## config.mk

```make
export PLATFORM = sky130hd
export DESIGN_NAME = lgs_row_rule
export DESIGN_NICKNAME = d
export VERILOG_FILES = /design/src/lgs_pkg.sv /design/src/lgs_row_rule.sv
export SDC_FILE = /design/constraint.sdc
export NUM_CORES = 1
export LEC_CHECK = 0
export ABC_AREA = 1
export BUFFER_PORTS_ARGS = -buffer_cell sky130_fd_sc_hd__buf_2
export CAP_MARGIN = 20
export CORE_AREA = 2 2 162 164
export DETAILED_ROUTE_END_ITERATION = 16
export DIE_AREA = 0 0 164 166
export PLACE_DENSITY_LB_ADDON = 0.1
export SETUP_SLACK_MARGIN = 0.3
export SLEW_MARGIN = 0
export SYNTH_ARGS = -nofsm -noshare
export SYNTH_HDL_FRONTEND = slang
export SYNTH_SLANG_ARGS = --single-unit
```

## constraint.sdc

```tcl
create_clock -name vclk -period 5
set_clock_uncertainty 0.15 [all_clocks]
set_input_delay 0.75 -clock vclk [all_inputs]
set_output_delay 0.75 -clock vclk [all_outputs]
set_load 0.01 [all_outputs]
```

## src/lgs_pkg.sv

```systemverilog
// shared types, codes and constants of the life grid generation step block
package lgs_pkg;

	// default grid capacity
	localparam int MAX_WIDTH_DEF  = 64;
	localparam int MAX_HEIGHT_DEF = 64;

	// field and register widths
	localparam int COORD_W   = 6;
	localparam int CFG_W     = 7;
	localparam int CFG_IDX_W = 2;

	// configuration register indexes
	localparam logic [CFG_IDX_W-1:0] CFG_GRID_WIDTH  = 2'd0;
	localparam logic [CFG_IDX_W-1:0] CFG_GRID_HEIGHT = 2'd1;
	localparam logic [CFG_W-1:0]     GRID_SIZE_RESET = 7'd64;

	// request action codes
	localparam logic [1:0] ACT_WRITE = 2'd0;
	localparam logic [1:0] ACT_READ  = 2'd1;
	localparam logic [1:0] ACT_STEP  = 2'd2;

	// neighbor counts of the b3/s23 rule
	localparam logic [3:0] SURVIVE_COUNT = 4'd2;
	localparam logic [3:0] BIRTH_COUNT   = 4'd3;

	typedef struct packed {
		logic [1:0]         action;
		logic [COORD_W-1:0] col;
		logic [COORD_W-1:0] row;
		logic               alive;
	} lgs_req_t;

	typedef struct packed {
		logic cell_value;
		logic out_of_range;
	} lgs_rsp_t;

	typedef enum logic [2:0] {
		ST_CLEAR,
		ST_IDLE,
		ST_CELL,
		ST_GFIRST,
		ST_GRUN,
		ST_DONE
	} lgs_state_t;

endpackage

```

## src/lgs_row_rule.sv

```systemverilog
// next generation of one row from the old row above, the row itself and the row below
module lgs_row_rule #(
	parameter int MAX_WIDTH = 64
) (
	input  logic [MAX_WIDTH-1:0] prev_row,
	input  logic [MAX_WIDTH-1:0] cur_row,
	input  logic [MAX_WIDTH-1:0] next_row,
	input  logic [MAX_WIDTH-1:0] col_mask,
	output logic [MAX_WIDTH-1:0] new_row
);
	import lgs_pkg::*;

	logic [MAX_WIDTH+1:0] pp, cc, nn;

	// columns outside the grid in use and beyond the border count as dead
	assign pp = {1'b0, prev_row & col_mask, 1'b0};
	assign cc = {1'b0, cur_row & col_mask, 1'b0};
	assign nn = {1'b0, next_row & col_mask, 1'b0};

	// one counter and rule per column
	for (genvar j = 0; j < MAX_WIDTH; j++) begin : g_col
		logic [3:0] cnt;
		logic       live;

		assign cnt = 4'(pp[j]) + 4'(pp[j+1]) + 4'(pp[j+2])
			+ 4'(cc[j]) + 4'(cc[j+2])
			+ 4'(nn[j]) + 4'(nn[j+1]) + 4'(nn[j+2]);
		assign live = (cnt == BIRTH_COUNT) || (cur_row[j] && (cnt == SURVIVE_COUNT));
		// cells outside the grid in use keep their bit
		assign new_row[j] = col_mask[j] ? live : cur_row[j];
	end

endmodule

```

==> impl_metrics.ini, run 1 <==
[sta]
finalHoldWorstSlack_ns = 1.67
timing.setup.tns_ns = 0
post-route-worst-setup-slack_ns = 0.413
rsz0062_at_grt = true
fmax_mhz = 218
relSlewSlack_pct = 85.4
final_max_slew_viol_count = 0
layout_min_cycle_time_ns = 4.59
timing_worst_slew_pin_value_ns = 0.218
number_of_endpoints_failing_setup_at_the_final_stage = 0
post-route-period-util_pct = 91.7
hold_violations = 0

[grt]
globalRouteTotalUtil_pct = 21.3
maximum_number_of_pins_on_one_net_before_global_route_repair = 7
grt_first_pass_wirelength_um = 50200
grt_antenna_before_repair = 7
first_global_vias = 12263
grt_total_ovfl = 0

[placement]
finalWeightedCongestion = 0.879
io_buffers = 320
pre_cts_ws_ns = 0.199
dpl.hpwl_um = 27100
dpl-instance-area_um2 = 15800

[min_path]
min_path_cells = 3
worstHoldPathType = in -> out

[synthesis]
synth_largest_area_cell = fa_1
yosys_warnings = 0
yosysMostFrequentCell = inv_1
synthesis.instances = 2096
mapped_avg_cell_area_um2 = 6.56
share_of_the_synthesized_area_in_the_top_cell_type_pct = 28.0
syn_area_um2 = 13700
syn-num-nets = 2735
synth_cell_types = 13
synth_top_cells_by_count = inv_1 (676), nand2_1 (380), fa_1 (192)
post_synth_main_area_contributors = fa_1 (28%), inv_1 (18%), ha_1 (17%)
synth-seq-area-share_pct = 0

[worst_setup_path]
cp-endpoint = new_row[31]
crit_start = col_mask[31]
worst_path_class_setup = in -> out
critPathCaptureType = output pin
worst-endpoint-required_ns = 4.10
worst_setup_path_start_kind = input pin
critPathArrivalTime_ns = 3.69
worst-path-max-fanout = 6

[layout]
nets = 3064
fill_cells = 2454
layout.cell_area.non_filler_um2 = 16400
layout-drive-gt1-share_pct = 18.1
layout.sequential_cells = 0
clockBufferCount = 0
flow.area_growth_from_synthesis_pct = 19.3
multi_input_area_um2 = 11600
seqCellArea_um2 = 0

[outcome]
run_status = finished, final reports clean

[flow_run]
maxCapViolCount = 0

[floorplanning]
core_area_um2 = 25600
dieWidth_um = 164
floorplan.rows = 59
design.die.area_um2 = 27200
floorplan.die.height_um = 166
ios = 320
initial_utilization_pct = 53.6

[power_and_ir_drop]
power.ir.vdd_worst_v = 0.0000919
total_leakage_power_nw = 11.1
power.density_nw_per_um2 = 158

[routing]
drc = 0
wire_per_inst_um = 10.7
drt-vias-per-instance = 4.67
route.antenna.remaining_nets = 0
routed_wirelength_um = 29500
drt_iter0_markers = 376
drt_pre_antenna_iters = 6
route.vias.total = 12904

[clock_tree]
cts-hold-fix-buffers = 0
## worst min-delay path by stage
stage | startpoint | endpoint | slack, ns
6_report | col_mask[1] | new_row[1] | 1.67
3_3_place_gp | col_mask[2] | new_row[2] | 1.65
3_5_place_dp | col_mask[2] | new_row[2] | 1.66
5_1_grt | col_mask[57] | new_row[57] | 1.69
4_1_cts | col_mask[62] | new_row[62] | 1.66
2_1_floorplan | col_mask[10] | new_row[10] | 1.43
## routing by layer
metal,global-route usage (%),wire [µm],part of all wire [%]
met1,27.0,12800,43
met5,0,12,0.041
met2,40.5,15300,52
met3,1.72,1280,4.4
met4,1.91,170,0.58
## final cells by class
cell class	instances	area share (%)
timing repair buffer	327	10.8
inverter	676	15.5
multi-input combinational	1420	71.0
antenna	8	0.122
tap	335	2.56
## cells in the final DEF, fill, tap and decap left out, types with 5 or more instances in the layout
cell type and n:
inv_1 667, nand2_1 376, buf_2 274, fa_1 192
ha_1 190, nand3_1 170, nor2_1 157, o21ai_0 61
o21bai_1 60, xor2_1 60, nand2_4 59, a21oi_1 45
clkbuf_4 41, a21oi_2 23, nor2_2 14, buf_4 12
inv_2 9, diode_2 8, nand3b_1 5
## kinds of logic after synthesis
family / after synthesis / synth area share (%)
AOI/OAI and AO/OA: 193 / 8.20
adders and majority gates: 383 / 45.4
and+or+nand+nor: 784 / 24.1
buffers and inverters: 676 / 18.5
xor gates and xnor gates: 60 / 3.82
## worst max-delay path, stage by stage
cell and delay (ns):
buf_2 0.16, nand2_4 0.09, xor2_1 0.17, ha_1 0.27, inv_1 0.04, fa_1 0.47
inv_1 0.06, fa_1 0.51, inv_1 0.09, nor2_1 0.07, fa_1 0.48, inv_1 0.04
nor2_1 0.09, nand3_1 0.10, a21oi_1 0.15, buf_2 0.15
## metrics by stage
stage,cells,util [%],total power [W]
floorplan,2096,-,0.00183
global placement,2751,61.5,0.00241
detailed placement,2751,61.5,0.00250
CTS,2751,61.6,0.00252
global route,2761,63.9,0.00304
finish,2766,64.0,0.00259
## repair_timing
| action | CTS | global route |
|---|---|---|
| hold endpoints to repair | 0 | 0 |
| buffers inserted | 0 | 7 |
| endpoints found under the setup margin | 3 | 61 |
| resized for setup | 5 | 161 |
| gates cloned | 0 | 0 |
| pin swaps | 0 | 52 |
## power by group
| part | leakage [nW] | switching, W | total [W] | internal (W) |
|---|---|---|---|---|
| logic | 11.1 | 0.00149 | 0.00259 | 0.00110 |
| registers | 0 | 0 | 0 | 0 |
| clock network | 0.0000507 | 0 | 0.000000000214 | 0.000000000214 |
No activity file was read; power rests on OpenSTA's default activity.
==> run 2, diff against run 1 <==
- CORE_AREA: 2 2 162 164 -> 2 2 166 168
- DIE_AREA: 0 0 164 166 -> 0 0 168 170
- clock period: 5 -> 4.12 ns (I/O delays scaled with it)
==> run 2 against run 1 <==
Net effect: the flow now finishes with violations (setup timing); flip-flop and latch count unchanged; critical path depth unchanged; global-route usage up 3.3 points; setup slack worse by 0.57 ns; largest cell class unchanged.
==> impl_metrics.ini, run 2 (same netlist as run 1, synthesis figures left out) <==
[floorplanning]
initial_utilization_pct = 51.6
floorplan.die.height_um = 170
dieWidth_um = 168
ios = 320
floorplan.rows = 60
design.die.area_um2 = 28600
core_area_um2 = 26700

[power_and_ir_drop]
p_comb_share_pct = 100.0
total_leakage_power_nw = 13.1
power.ir.vdd_worst_v = 0.000128
p_clk_share_pct = 0
power_switching_share_pct = 50.8
p_int_w = 0.00214
power.density_nw_per_um2 = 212
power.sequential.fraction_pct = 0
netSwitchingPower_w = 0.00221

[worst_setup_path]
worst_path_class_setup = in -> out
critical_path.most_common_cell = fa_1
worst-endpoint-required_ns = 3.35
timing.critical_path.buf_inv = 7
critPathCaptureType = output pin
cp_slowest_stage_delay_ns = 0.54
timing.critical_path.cells = buf_6 -> nand2_8 -> inv_4 -> fa_1 -> inv_2 -> fa_1 -> inv_1 -> fa_1 -> inv_2 -> nor2_2 -> fa_1 -> inv_1 -> nor2_1 -> nand3_1 -> a21oi_2 -> buf_2
worst-path-max-fanout = 4
crit_path_top_delay_cell = fa_1
critPathArrivalTime_ns = 3.51
critPathTopFamily = adder cells
worst_setup_path_start_kind = input pin

[routing]
drc = 0
drt_pre_antenna_iters = 5
route.antenna.remaining_nets = 0
drt_iter0_markers = 360
drt-vias-per-instance = 4.69
wire_per_inst_um = 11.5
route.vias.total = 14714
routed_wirelength_um = 36200

[min_path]
worstHoldPathType = in -> out
min-delay-start = col_mask[22]
whs_endpoint = new_row[22]
min_path_cells = 3

[sta]
final_max_slew_viol_count = 0
number_of_endpoints_failing_setup_at_the_final_stage = 31
timing_worst_slew_pin_value_ns = 0.235
post-route-worst-setup-slack_ns = -0.158
post-route-period-util_pct = 104
timing.setup.tns_ns = -1.40
hold_violations = 0
layout_min_cycle_time_ns = 4.28
rsz0062_at_grt = true
fmax_mhz = 234
relSlewSlack_pct = 84.2

[grt]
grt_antenna_before_repair = 4
gr-max-usage-layer = met2
gr-usage-met3_pct = 2.77
maximum_number_of_pins_on_one_net_before_global_route_repair = 7
grt.met2_usage_pct = 48.1
grt_total_ovfl = 0
grt_first_pass_wirelength_um = 60900
globalRouteTotalUtil_pct = 24.6
groute.layer.met1.usage_pct = 28.5
first_global_vias = 15064

[flow_run]
maxCapViolCount = 0

[layout]
flow.area_growth_from_synthesis_pct = 49.7
mostFrequentLayoutCell = inv_1
layout.sequential_cells = 0
layout-drive-gt1-share_pct = 37.1
layout.core_utilization_pct = 77.2
nets = 3432
fill_cells = 1919
clockBufferCount = 0
layout.cells.most_common_list = inv_1 (570), buf_4 (392), nand2_1 (367), buf_2 (193), fa_1 (190)
seqCellArea_um2 = 0

[clock_tree]
cts-hold-fix-buffers = 0

[placement]
dpl.hpwl_um = 30400
io_buffers = 320
finalWeightedCongestion = 0.857

[outcome]
run_status = finished with violations
violations = setup timing
==> run 2: changes by cell type in the layout (fill, tap and decap cells not counted), moves of 13 or more <==
cell      previous run  this run
a21oi_1             45         5
a21oi_2             23        63
buf_2              274       193
buf_4               12       392
buf_6                0        76
buf_8                0        29
clkbuf_4            41         0
inv_1              667       570
inv_2                9       104
nand2_8              0        13
nor2_1             157       103
nor2_2              14        63
==> run 2: through the flow <==
stage	setup slack, ns	area, µm²	std cells	hold slack [ns]	total power (W)
finish	-0.158	20600	3136	1.37	0.00435
CTS	-0.126	19900	3095	1.35	0.00404
global placement	-0.130	18500	3022	1.40	0.00350
floorplan	0.157	14500	2096	1.13	0.00235
detailed placement	-0.172	18500	3022	1.41	0.00366
global route	-0.257	20600	3135	1.38	0.00493
==> run 2: how the worst max path moves through the flow <==
stage	start	end	slack [ns]	depth (start not counted)
finish	col_mask[9]	new_row[9]	-0.16	16
global route	col_mask[9]	new_row[9]	-0.26	16
CTS	prev_row[9]	new_row[9]	-0.13	16
detailed placement	col_mask[7]	new_row[7]	-0.17	14
global placement	prev_row[9]	new_row[9]	-0.13	16
floorplan	prev_row[9]	new_row[9]	0.16	14
==> run 2: repair_timing <==
| item | CTS | global route |
|---|---|---|
| setup endpoints to repair | 62 | 63 |
| hold endpoints to repair | 0 | 0 |
| resized for setup | 310 | 115 |
| pin swaps | 192 | 129 |
| setup buffers | 73 | 37 |
==> run 2: metal layers <==
metal / wire, µm / vias to the layer above
li1: - / 7608
met5: 0 / -
met4: 1050 / 0
met1: 14500 / 6750
met2: 19000 / 288
met3: 1710 / 68
==> run 2: power groups by stage <==
stage	registers (W)	clock network (W)	logic, W
detailed placement	0	0	0.00366
floorplan	0	0	0.00235
finish	0	0.000000000130	0.00435
CTS	0	0	0.00404
global placement	0	0	0.00350
global route	0	0.0000000000975	0.00493
==> run 2: final cells by class <==
type	instances	area, µm²	share of cell area [%]
multi-input combinational	1420	12300	59.8
inverter	676	2540	12.4
antenna	4	10.0	0.0487
timing repair buffer	695	5300	25.8
tap	341	427	2.07
